`src/rtl/wavhp_pkg.sv`:
```
`default_nettype none

package wavhp_pkg;

    typedef enum logic [1:0] {
        STATUS_OK          = 2'd0,
        STATUS_INVALID     = 2'd1,
        STATUS_UNSUPPORTED = 2'd2
    } wavhp_status_t;

    localparam logic [31:0] TAG_RIFF = 32'h4646_4952;
    localparam logic [31:0] TAG_WAVE = 32'h4556_4157;
    localparam logic [31:0] TAG_FMT  = 32'h2074_6d66;
    localparam logic [31:0] TAG_DATA = 32'h6174_6164;

    localparam int FMT_KEEP_BYTES = 16;

    // The first member sits in the highest bits, so the packed struct matches the
    // output tdata layout with status in the lowest bits.
    typedef struct packed {
        logic [31:0]   payload_size;
        logic [31:0]   payload_offset;
        logic [15:0]   frame_bytes;
        logic [5:0]    sample_bits;
        logic [31:0]   sample_rate;
        logic [15:0]   channel_count;
        wavhp_status_t status;
    } wavhp_result_t;

endpackage

`default_nettype wire

```
`src/rtl/wavhp_fmt_check.sv`:
```
`default_nettype none

module wavhp_fmt_check (
    input  wire logic [127:0]            fmt_bytes,
    output wavhp_pkg::wavhp_status_t     verdict
);

    logic [15:0] coding;
    logic [15:0] channels;
    logic [31:0] rate;
    logic [15:0] align;
    logic [15:0] bits;
    logic [2:0]  bytes_per_sample;
    logic [18:0] frame;
    logic        bits_ok;

    assign coding           = fmt_bytes[15:0];
    assign channels         = fmt_bytes[31:16];
    assign rate             = fmt_bytes[63:32];
    assign align            = fmt_bytes[111:96];
    assign bits             = fmt_bytes[127:112];
    assign bytes_per_sample = bits[5:3];
    assign frame            = {3'd0, channels} * {16'd0, bytes_per_sample};
    assign bits_ok          = (bits != 16'd0) && (bits[2:0] == 3'd0) && (bits <= 16'd32);

    always_comb
    begin
        if (coding != 16'd1)
        begin
            verdict = wavhp_pkg::STATUS_UNSUPPORTED;
        end
        else if ((rate == 32'd0) || (channels == 16'd0) || !bits_ok)
        begin
            verdict = wavhp_pkg::STATUS_INVALID;
        end
        else if ((frame[18:16] != 3'd0) || (align != frame[15:0]))
        begin
            verdict = wavhp_pkg::STATUS_INVALID;
        end
        else
        begin
            verdict = wavhp_pkg::STATUS_OK;
        end
    end

endmodule

`default_nettype wire

```
`src/rtl/wavhp_core.sv`:
```
`default_nettype none

module wavhp_core (
    input  wire logic                     clk,
    input  wire logic                     rst_n,
    input  wire logic                     step,
    input  wire logic [7:0]               byte_in,
    input  wire logic                     is_last,
    output logic                          res_valid,
    output wavhp_pkg::wavhp_result_t      res
);

    typedef enum logic [2:0] {
        PH_RIFF,
        PH_HDR,
        PH_FMT,
        PH_SKIP,
        PH_FAIL,
        PH_DONE
    } phase_t;

    phase_t                   phase_reg, phase_next;
    logic [31:0]              pos_reg, pos_next;
    logic [63:0]              shift_reg, shift_next;
    logic [2:0]               hdr_cnt_reg, hdr_cnt_next;
    logic [32:0]              left_reg, left_next;
    logic [127:0]             fmt_reg, fmt_next;
    logic [4:0]               fmt_cnt_reg, fmt_cnt_next;
    logic                     fmt_seen_reg, fmt_seen_next;
    logic                     data_seen_reg, data_seen_next;
    wavhp_pkg::wavhp_status_t verdict_reg, verdict_next;
    logic [31:0]              offset_reg, offset_next;
    logic [31:0]              size_reg, size_next;

    logic [127:0]             fmt_wr;
    wavhp_pkg::wavhp_status_t fmt_verdict;
    logic [63:0]              hdr_word;
    logic [31:0]              new_size;
    logic [32:0]              left_dec;
    logic [32:0]              left_skip;
    logic                     pad;
    logic                     emit_data;
    wavhp_pkg::wavhp_status_t end_status;
    wavhp_pkg::wavhp_result_t res_ok;

    always_comb
    begin
        fmt_wr = fmt_reg;
        if ((phase_reg == PH_FMT) && !fmt_cnt_reg[4])
        begin
            for (int i = 0; i < wavhp_pkg::FMT_KEEP_BYTES; i++)
            begin
                if (fmt_cnt_reg[3:0] == 4'(i))
                begin
                    fmt_wr[8*i +: 8] = byte_in;
                end
            end
        end
    end

    wavhp_fmt_check u_fmt_check (
        .fmt_bytes (fmt_wr),
        .verdict   (fmt_verdict)
    );

    assign hdr_word  = {byte_in, shift_reg[63:8]};
    assign new_size  = hdr_word[63:32];
    assign pad       = shift_reg[32];
    assign left_dec  = left_reg - 33'd1;
    assign left_skip = (left_reg != 33'd0) ? left_dec : left_reg;

    always_comb
    begin
        phase_next     = phase_reg;
        pos_next       = pos_reg + 32'd1;
        shift_next     = shift_reg;
        hdr_cnt_next   = hdr_cnt_reg;
        left_next      = left_reg;
        fmt_next       = fmt_reg;
        fmt_cnt_next   = fmt_cnt_reg;
        fmt_seen_next  = fmt_seen_reg;
        data_seen_next = data_seen_reg;
        verdict_next   = verdict_reg;
        offset_next    = offset_reg;
        size_next      = size_reg;
        emit_data      = 1'b0;
        end_status     = wavhp_pkg::STATUS_INVALID;
        res_valid      = 1'b0;
        res            = '0;
        res_ok         = '0;

        case (phase_reg)
            PH_RIFF:
            begin
                shift_next = hdr_word;
                if ((pos_reg == 32'd3) && (hdr_word[63:32] != wavhp_pkg::TAG_RIFF))
                begin
                    verdict_next = wavhp_pkg::STATUS_INVALID;
                    phase_next   = PH_FAIL;
                end
                else if (pos_reg == 32'd11)
                begin
                    if (hdr_word[63:32] != wavhp_pkg::TAG_WAVE)
                    begin
                        verdict_next = wavhp_pkg::STATUS_INVALID;
                        phase_next   = PH_FAIL;
                    end
                    else
                    begin
                        phase_next   = PH_HDR;
                        hdr_cnt_next = 3'd0;
                    end
                end
            end
            PH_HDR:
            begin
                shift_next   = hdr_word;
                hdr_cnt_next = hdr_cnt_reg + 3'd1;
                if (hdr_cnt_reg == 3'd7)
                begin
                    left_next = {1'b0, new_size} + {32'd0, new_size[0]};
                    if (hdr_word[31:0] == wavhp_pkg::TAG_FMT)
                    begin
                        if (new_size < 32'd16)
                        begin
                            verdict_next = wavhp_pkg::STATUS_INVALID;
                            phase_next   = PH_FAIL;
                        end
                        else
                        begin
                            phase_next   = PH_FMT;
                            fmt_cnt_next = 5'd0;
                        end
                    end
                    else
                    begin
                        if (hdr_word[31:0] == wavhp_pkg::TAG_DATA)
                        begin
                            offset_next    = pos_reg + 32'd1;
                            size_next      = new_size;
                            data_seen_next = 1'b1;
                            emit_data      = fmt_seen_reg;
                        end
                        if (emit_data)
                        begin
                            phase_next = PH_DONE;
                        end
                        else
                        begin
                            phase_next = (new_size == 32'd0) ? PH_HDR : PH_SKIP;
                        end
                    end
                end
            end
            PH_FMT:
            begin
                fmt_next  = fmt_wr;
                left_next = left_dec;
                if (!fmt_cnt_reg[4])
                begin
                    fmt_cnt_next = fmt_cnt_reg + 5'd1;
                end
                if (left_dec == {32'd0, pad})
                begin
                    if (fmt_verdict != wavhp_pkg::STATUS_OK)
                    begin
                        verdict_next = fmt_verdict;
                        phase_next   = PH_FAIL;
                    end
                    else
                    begin
                        fmt_seen_next = 1'b1;
                        phase_next    = pad ? PH_SKIP : PH_HDR;
                    end
                end
            end
            PH_SKIP:
            begin
                left_next = left_skip;
                if (left_skip == 33'd0)
                begin
                    phase_next = PH_HDR;
                end
            end
            default:
            begin
            end
        endcase

        res_ok.channel_count  = fmt_next[31:16];
        res_ok.sample_rate    = fmt_next[63:32];
        res_ok.sample_bits    = fmt_next[117:112];
        res_ok.frame_bytes    = fmt_next[111:96];
        res_ok.payload_offset = offset_next;
        res_ok.payload_size   = size_next;
        res_ok.status         = wavhp_pkg::STATUS_OK;

        if (emit_data)
        begin
            res_valid = 1'b1;
            res       = res_ok;
        end

        if (is_last)
        begin
            if (phase_next != PH_DONE)
            begin
                if (phase_next == PH_FAIL)
                begin
                    end_status = verdict_next;
                end
                else if ((phase_next == PH_RIFF) || (phase_next == PH_FMT))
                begin
                    end_status = wavhp_pkg::STATUS_INVALID;
                end
                else if (fmt_seen_next && data_seen_next)
                begin
                    end_status = wavhp_pkg::STATUS_OK;
                end
                else
                begin
                    end_status = wavhp_pkg::STATUS_INVALID;
                end
                res_valid = 1'b1;
                if (end_status == wavhp_pkg::STATUS_OK)
                begin
                    res = res_ok;
                end
                else
                begin
                    res        = '0;
                    res.status = end_status;
                end
            end
            phase_next     = PH_RIFF;
            pos_next       = 32'd0;
            hdr_cnt_next   = 3'd0;
            fmt_cnt_next   = 5'd0;
            fmt_seen_next  = 1'b0;
            data_seen_next = 1'b0;
            verdict_next   = wavhp_pkg::STATUS_OK;
        end
    end

    always_ff @(posedge clk or negedge rst_n)
    begin
        if (!rst_n)
        begin
            phase_reg     <= PH_RIFF;
            pos_reg       <= '0;
            shift_reg     <= '0;
            hdr_cnt_reg   <= '0;
            left_reg      <= '0;
            fmt_reg       <= '0;
            fmt_cnt_reg   <= '0;
            fmt_seen_reg  <= 1'b0;
            data_seen_reg <= 1'b0;
            verdict_reg   <= wavhp_pkg::STATUS_OK;
            offset_reg    <= '0;
            size_reg      <= '0;
        end
        else if (step)
        begin
            phase_reg     <= phase_next;
            pos_reg       <= pos_next;
            shift_reg     <= shift_next;
            hdr_cnt_reg   <= hdr_cnt_next;
            left_reg      <= left_next;
            fmt_reg       <= fmt_next;
            fmt_cnt_reg   <= fmt_cnt_next;
            fmt_seen_reg  <= fmt_seen_next;
            data_seen_reg <= data_seen_next;
            verdict_reg   <= verdict_next;
            offset_reg    <= offset_next;
            size_reg      <= size_next;
        end
    end

endmodule

`default_nettype wire

```
`src/rtl/wav_header_chunk_parser.sv`:
```
// Parses the header of a RIFF/WAVE (PCM) file that arrives one byte per item.
// The slave side takes one byte per item in s_tdata, with s_tlast on the final
// byte of the buffered file prefix. The master side gives at most one result
// item per prefix: status, channel count, sample rate, sample bits, frame bytes,
// payload offset and payload size. A result is sent as soon as a data chunk
// header completes after a good fmt chunk, and otherwise with the s_tlast byte.
// The s_tlast byte always returns the parser to its reset state, ready for the
// next prefix.
// An accepted byte is held in an input register and processed from there; a
// result that it produces is written to the output register, which drives
// m_tvalid. One byte can be accepted every cycle while no result is held back;
// the chunk walk state is updated once per processed byte.
// When the receiver stalls, the result waits in the output register. Bytes that
// produce no result keep flowing; a byte that would produce a second result
// waits in the input register until the output register is free.
// Reset clears all parser state and both registers, with no result pending.
`default_nettype none

module wav_header_chunk_parser (
    input  wire logic         clk,
    input  wire logic         rst_n,
    input  wire logic         s_tvalid,
    output logic              s_tready,
    input  wire logic [7:0]   s_tdata,   // byte_in
    input  wire logic         s_tlast,   // is_last
    output logic              m_tvalid,
    input  wire logic         m_tready,
    // status[1:0], channel_count[17:2], sample_rate[49:18], sample_bits[55:50],
    // frame_bytes[71:56], payload_offset[103:72], payload_size[135:104]
    output logic [135:0]      m_tdata
);

    logic                     in_valid_reg;
    logic [7:0]               in_byte_reg;
    logic                     in_last_reg;
    logic                     out_valid_reg;
    wavhp_pkg::wavhp_result_t out_res_reg;

    logic                     advance;
    logic                     res_valid;
    wavhp_pkg::wavhp_result_t res;

    assign advance  = in_valid_reg && (!res_valid || !out_valid_reg || m_tready);
    assign s_tready = !in_valid_reg || advance;
    assign m_tvalid = out_valid_reg;
    assign m_tdata  = out_res_reg;

    wavhp_core u_core (
        .clk       (clk),
        .rst_n     (rst_n),
        .step      (advance),
        .byte_in   (in_byte_reg),
        .is_last   (in_last_reg),
        .res_valid (res_valid),
        .res       (res)
    );

    always_ff @(posedge clk or negedge rst_n)
    begin
        if (!rst_n)
        begin
            in_valid_reg  <= 1'b0;
            in_byte_reg   <= '0;
            in_last_reg   <= 1'b0;
            out_valid_reg <= 1'b0;
            out_res_reg   <= '0;
        end
        else
        begin
            if (s_tready)
            begin
                in_valid_reg <= s_tvalid;
                in_byte_reg  <= s_tdata;
                in_last_reg  <= s_tlast;
            end
            if (advance && res_valid)
            begin
                out_valid_reg <= 1'b1;
                out_res_reg   <= res;
            end
            else if (m_tready)
            begin
                out_valid_reg <= 1'b0;
            end
        end
    end

endmodule

`default_nettype wire
```
`config.mk`:
```
export PLATFORM = sky130hd
export DESIGN_NAME = wav_header_chunk_parser
export DESIGN_NICKNAME = d
export VERILOG_FILES = /design/src/rtl/wavhp_pkg.sv /design/src/rtl/wavhp_fmt_check.sv /design/src/rtl/wavhp_core.sv /design/src/rtl/wav_header_chunk_parser.sv
export SDC_FILE = /design/constraint.sdc
export NUM_CORES = 1
export LEC_CHECK = 0
export ABC_AREA = 1
export BUFFER_PORTS_ARGS = -buffer_cell sky130_fd_sc_hd__buf_4
export CAP_MARGIN = 20
export CORE_ASPECT_RATIO = 1.75
export CORE_MARGIN = 2
export CORE_UTILIZATION = 45
export CTS_CLUSTER_SIZE = 16
export DETAILED_ROUTE_END_ITERATION = 8
export PLACE_DENSITY = 0.58
export SYNTH_ARGS = -nofsm -noshare
export SYNTH_HDL_FRONTEND = slang
export SYNTH_SLANG_ARGS = --single-unit
```
`constraint.sdc`:
```
create_clock -name clk -period 7.1 [get_ports clk]
set_input_delay 0.355 -clock clk [delete_from_list [all_inputs] [get_ports clk]]
set_output_delay 0.355 -clock clk [all_outputs]
set_load 0.01 [all_outputs]
```
Yosys cells after proc, flatten, opt, wreduce, memory -nomap -nowiden
Cells that the tools add are included.
W data, S select, Z words.
- word-level logic and storage cells: 221
- RAM bits: 0
- latch bits: 0
- memories: 0
- bits in read-only memories: 0
- output and inout bits: 138
- flip-flop bits (word level): 483
- multiply operators: 1
- mux-type cells: 98
- $add $sub $neg: 5
- bitwise gates (word level): 0
- order comparisons: 2
- shift operators: 0
- reduce and logical (&&, ||, !) cells: 47
- equal/unequal tests: 39
- div/mod/pow operators: 0
- operators with widths (operator ; count):
    $mux W136 ; 4
    $mux W32 ; 9
    $mux W128 ; 1
    $mux W8 ; 16
    $mux W118 ; 1
    $pmux W33 S3 ; 1
    $mux W33 ; 2
    $logic_not A32 Y1 ; 2
    $ne A32 B31 Y1 const B ; 2
    $mux W3 ; 15
    $add A32 B1 Y33 ; 1
    $eq A33 B1 Y1 ; 1
    $logic_not A33 Y1 ; 1
    $reduce_bool A33 Y1 ; 1
    $sub A33 B1 Y33 const B ; 1
    $add A32 B1 Y32 const B ; 1
    $eq A32 B2 Y1 const B ; 1
    $eq A32 B30 Y1 const B ; 1
    $eq A32 B31 Y1 const B ; 1
    $eq A32 B4 Y1 const B ; 1
    $eq A4 B4 Y1 const B ; 8
    $lt A32 B5 Y1 const B ; 1
    $mux W2 ; 16
    $mux W5 ; 5
    other kinds (36) ; 99

Logic depth before layout (Yosys ltp)
- depth in word-level cells: 24
- gate-level depth with buffers: 44

Cells and area by module
Synthesis repeated with hierarchy kept, for this count alone.
- cells, all modules: 4317
- area, all modules: 29708.5 sq um
- by module, submodules not included (module ; instances ; area each (sq um) ; cells an instance ; sequential area each (sq um)):
    wavhp_core ; 1 ; 21401.8 ; 3252 ; 8207.9
    wav_header_chunk_parser ; 1 ; 6160.9 ; 655 ; 3678.5
    wavhp_fmt_check ; 1 ; 2145.8 ; 410 ; 0.0

Worst setup path before layout
Ideal clock, no wire load.
- kind: flip-flop to output port
- start point: register u_core.fmt_cnt_reg[0]
- end point: output port s_tready
- arrival: 4.985 ns
- slack: 1.760 ns
- required time: 6.745 ns
- stages on the path, launching flop included: 39
- path through: dfrtp_1 inv_1 ha_1 clkbuf_1 nand3_1 o21ai_1 nand2_1 nand2_2 buf_1 nand2_1 fa_1 inv_1 ha_1 inv_1 fa_1 inv_1 nand2_1 nand2_1 (+3 left out) nand2_1 or2_2 nand2_1 nand2_1 a21oi_1 nand3_1 nor2_1 nand3_1 nand2_1 nand2_1 inv_1 nand2_1 nand2_2 nand2_4 nand2_4 nor2_1 inv_2 buf_2
- word-level cells in the longest chain between the ends: 22
- RTL lines (element ; line ; source):
    start: declaration ; wavhp_core.sv:28 ; logic [4:0] fmt_cnt_reg, fmt_cnt_next;
    start signal: assignment ; wavhp_core.sv:270 ; fmt_cnt_reg <= fmt_cnt_next;
    $eq A4 B4 Y1 ; wavhp_core.sv:53 ; if (fmt_cnt_reg[3:0] == 4'(i))
    $mux W8 ; wavhp_core.sv:53 ;
    $mux W128 * ; wavhp_core.sv:49 ; if ((phase_reg == PH_FMT) && !fmt_cnt_reg[4])
    branches (longest 6 deep; another with $mul A16 B3 Y19) ; -- ;
    $mux W2 * ; wavhp_fmt_check.sv:28 ; if (coding != 16'd1)
    $reduce_bool A2 Y1 * ; wavhp_core.sv:165 ; if (fmt_verdict != wavhp_pkg::STATUS_OK)
    $mux W3 * ; wavhp_core.sv:165 ;
    $mux W3 * ; wavhp_core.sv:163 ; if (left_dec == {32'd0, pad})
    $pmux W3 S4 * ; wavhp_core.sv:92 ; case (phase_reg)
    $ne A3 B3 Y1 * ; wavhp_core.sv:206 ; if (phase_next != PH_DONE)
    $mux W1 * ; wavhp_core.sv:206 ;
    $mux W1 * ; wavhp_core.sv:204 ; if (is_last)
    $logic_not A1 Y1 * ; wav_header_chunk_parser.sv:43 ; assign advance = in_valid_reg && (!res_valid || !out_valid_reg || m_tready);
    $logic_or A1 B1 Y1 * (2 in a row) ; wav_header_chunk_parser.sv:43 ;
    $logic_and A1 B1 Y1 * ; wav_header_chunk_parser.sv:43 ;
    $logic_or A1 B1 Y1 * ; wav_header_chunk_parser.sv:44 ; assign s_tready = !in_valid_reg || advance;
    end: declaration ; wav_header_chunk_parser.sv:23 ; output logic s_tready,
Mark *: on every way between the ends.

Worst setup path in the final report
Same ends and word-level chain as after synthesis.

==> results.md <==
Status:
- The run finished with clean final reports.

Clock tree:
- The clock transition at the registers of the reported paths is 70 ps.
- The number of clock buffers inserted by TritonCTS is 45.
- For the worst-skew pair, the clock arrives at the later sink with an insertion delay of 580 ps.
- TritonCTS built the clock tree.
- The H-tree depth is 2.
- The worst-case clock buffer depth is 3.
- Clock tree synthesis selected as its root buffer the cell clkbuf_16.
- The CTS sink count is 443.

Setup path:
- The data arrival time of the critical path is 6210 ps.
- In this design, the stage delay of the slowest critical-path cell is 550 ps.
- The startpoint of the worst register-to-register path is u_core.fmt_cnt_reg[0].
- The maximum fanout encountered on the critical timing path is 14.
- STA puts the critical path data required time at 6740 ps.
- The startpoint type of the worst setup path is a register.
- STA classifies the critical path endpoint as a primary output.
- The cell at the slowest stage of the critical path is fa_1.
- The launch point of the worst path is u_core.fmt_cnt_reg[0].
- The cell repeated most along the worst path is nand2_1.
- The critical path class is reg -> out.

Logic synthesis:
- The most used flip-flop cell after synthesis is dfrtp_1.
- The proportion of netlist area held by the largest area contributor is 41.6%.
- The most repeated cell in the gate-level netlist after synthesis is nand2_1.
- In the synthesized netlist, the cells that appear most often are nand2_1 (1612), dfrtp_1 (443), inv_1 (354), nand3_1 (308), o21ai_0 (268).
- The count of cell types in the netlist is 48.
- Synthesis produced 3914 cells.
- The number of nets handed over by synthesis was 3971.
- After synthesis the cells add up to 26700 um^2.
- The count of state elements after synthesis is 443.
- The synthesized area divided by synthesized cell count is 6.81 um^2.
- Counting flops with an async set or reset pin after synthesis yields a share of 100%.
- The yosys synthesis warning count is 0.
- The register area share after synthesis is 41.6%.
- By area the synthesized netlist is led by dfrtp_1 (42%), nand2_1 (23%), nand3_1 (5.8%).
- The biggest area consumer among synthesized cells is dfrtp_1.
- In this run, synthesis inferred 0 flip-flops with an integrated enable.

Pwr:
- The combinational cell fraction of total power is 34.1%.
- The internal power of the cells totals 5230 uW.
- The switching portion of total power is 40.1%.
- The static leakage is 0.0162 uW.
- The analysis attributes to net switching a power of 3500 uW.
- The share of total power in the clock network is 30.0%.
- In this run, flip-flops and latches consume 35.9% of the power.
- The power density over the cells is 288 nW/um^2.
- VDD sags by at most 0.246 mV.

STA:
- The number of max-slew violations in the final report is 0.
- In this run the tightest slew margin relative to its limit is 29.9%.
- Setup slack closes at 533 ps.
- The share of the cycle needed by the critical path after routing is 92.5%.
- The number of hold-slack violations in the final timing report is 0.
- Setup repair after global routing left no endpoint under its margin.
- The highest clock rate is 152 MHz.
- On the final layout, the worst clock skew is 15.8 ps.
- The transition time at the pin with the least slew margin is 1050 ps.
- Setup violations remaining at the end of the flow were counted as 0.
- On the final layout, the worst hold slack is 32.5 ps.
- The final critical-path required period is 6570 ps.
- The final sum of negative setup slack is 0 ps.

Floorplan:
- After floorplanning, the core was divided into 118 placement rows.
- In this run the vertical extent of the chip is 326 um.
- The placeable core region is 58900 um^2.
- The die footprint is 61300 um^2.
- The die width is 188 um.
- The top-level I/O count is 151.
- The initial core utilization is 45.3%.

Job:
- The number of maximum-capacitance constraint violations is 0.

Layout:
- The register with the most flip-flops in the layout has 136 of them.
- The net count of the finished layout is 4041.
- The area growth from synthesis to final layout is 13.6%.
- Of the cells placed in the final design, the portion with a size suffix greater than 1 is 8.36%.
- The number of antenna diodes in the final layout is 0.

Placed design:
- At the end of routability-driven placement, the weighted congestion stood at 0.946.
- During placement, the flow inserted port buffers numbering 150.
- The detailed placement HPWL is 63900 um.
- The worst slack at placement is 467 ps.

GRT:
- The global-route usage over all layers is 29.3%.
- The initial antenna violation count is 0.
- The via count of the first global-routing pass came to 24913.
- Entering global routing, the biggest net connects 168 pins.
- The total overflow left after global routing is 0.
- The first global-routing pass estimated 141000 um of wire.

Routing:
- The number of iterations in the first detailed-routing pass is 6.
- The routed layout has 25602 vias.
- The number of nets with antenna violations after detailed routing is 0.
- The final layout contains routed wiring with a total length of 89600 um.
- After detailed routing, the number of remaining DRC violations is 0.
- The via density per instance is 5.34.
- In the final routed layout, each cell accounts on average for 18.7 um.
- The detailed router finished its first iteration with 1947 violations.

Min path:
- The path class of the tightest hold or removal check is in -> reg.
- The launch point of the worst hold path is s_tdata[6].
routing by layer:
layer / share of wire [%] / global-route usage, %
met1: 39 / 34.8
met5: 0 / 0
met3: 3.9 / 2.50
met4: 5.5 / 14.4
met2: 51 / 52.7
path summary, 6_finish.rpt:
check	slack [ps]	cells past startpoint	endpoint
worst min-delay path	30	3	in_byte_reg[6]
min in group asynchronous	370	2	u_core.left_reg[9]
worst max register to register	650	34	m_tdata[122]
worst max-delay path	530	33	s_tready
worst min register to register	470	2	u_core.shift_reg[14]
max in group asynchronous	5050	4	m_tdata[11]
logic make-up (layout without fill, tap and decap cells):
family / Yosys count / after routing / share of synthesized area, %
AND/OR/NAND/NOR: 2413 / 2413 / 37.7
adder cells (fa/ha/maj): 44 / 44 / 2.49
AO/OA/AOI/OAI: 390 / 390 / 7.84
buffers and inverters: 572 / 675 / 8.64
XOR/XNOR: 52 / 52 / 1.71
flip-flops: 443 / 443 / 41.6
cell usage in the layout, fill, tap and decap left out, types with 52 or more instances in the layout:
| master | count |
|---|---|
| o21ai_0 | 268 |
| buf_4 | 208 |
| inv_1 | 354 |
| nand3_1 | 304 |
| nor2_1 | 245 |
| o21ai_1 | 52 |
| nand4_1 | 123 |
| nand2_1 | 1609 |
| dfrtp_1 | 443 |
metrics by stage:
step / utilization, % / std cells / cell area [um^2] / power [uW]
6_report: 51.4 / 4797 / 30300 / 8730
5_1_grt: 51.4 / 4797 / 30300 / 9240
4_1_cts: 51.4 / 4797 / 30300 / 8760
3_5_place_dp: 48.6 / 4709 / 28600 / 6100
3_3_place_gp: 48.6 / 4709 / 28600 / 6090
2_1_floorplan: - / 3914 / 26700 / 5040
power groups by stage:
stage	Sequential [uW]	Clock [uW]	Combinational, uW
2_1_floorplan	3060	0	1980
3_3_place_gp	3170	0	2920
3_5_place_dp	3170	0	2930
4_1_cts	3130	2680	2950
5_1_grt	3170	2760	3310
6_report	3130	2620	2970
critical path: cells and delay by family (launching register included):
| kind | cells | cell delay (ps) |
|---|---|---|
| AND/OR/NAND/NOR | 23 | 3170 |
| adder cells (fa/ha/maj) | 3 | 1200 |
| buffers and inverters | 7 | 800 |
| flip-flops | 1 | 440 |
timing repair:
item	in CTS	in global routing
setup endpoints to repair	0	156
buffers inserted	0	0
hold buffers	8	0
endpoints found under the hold margin	89	0
gates resized for setup	0	7
area by class of cell:
| class | instances | area (um^2) |
|---|---|---|
| tap | 780 | 976 |
| multi-input combinational | 2899 | 13400 |
| sequential | 443 | 11100 |
| inverter | 365 | 1370 |
| fill | 5945 | 28600 |
| timing repair buffer | 230 | 1920 |
| clock inverter | 21 | 344 |
| clock buffer | 59 | 1230 |
No activity file was read; power rests on OpenSTA's default activity.
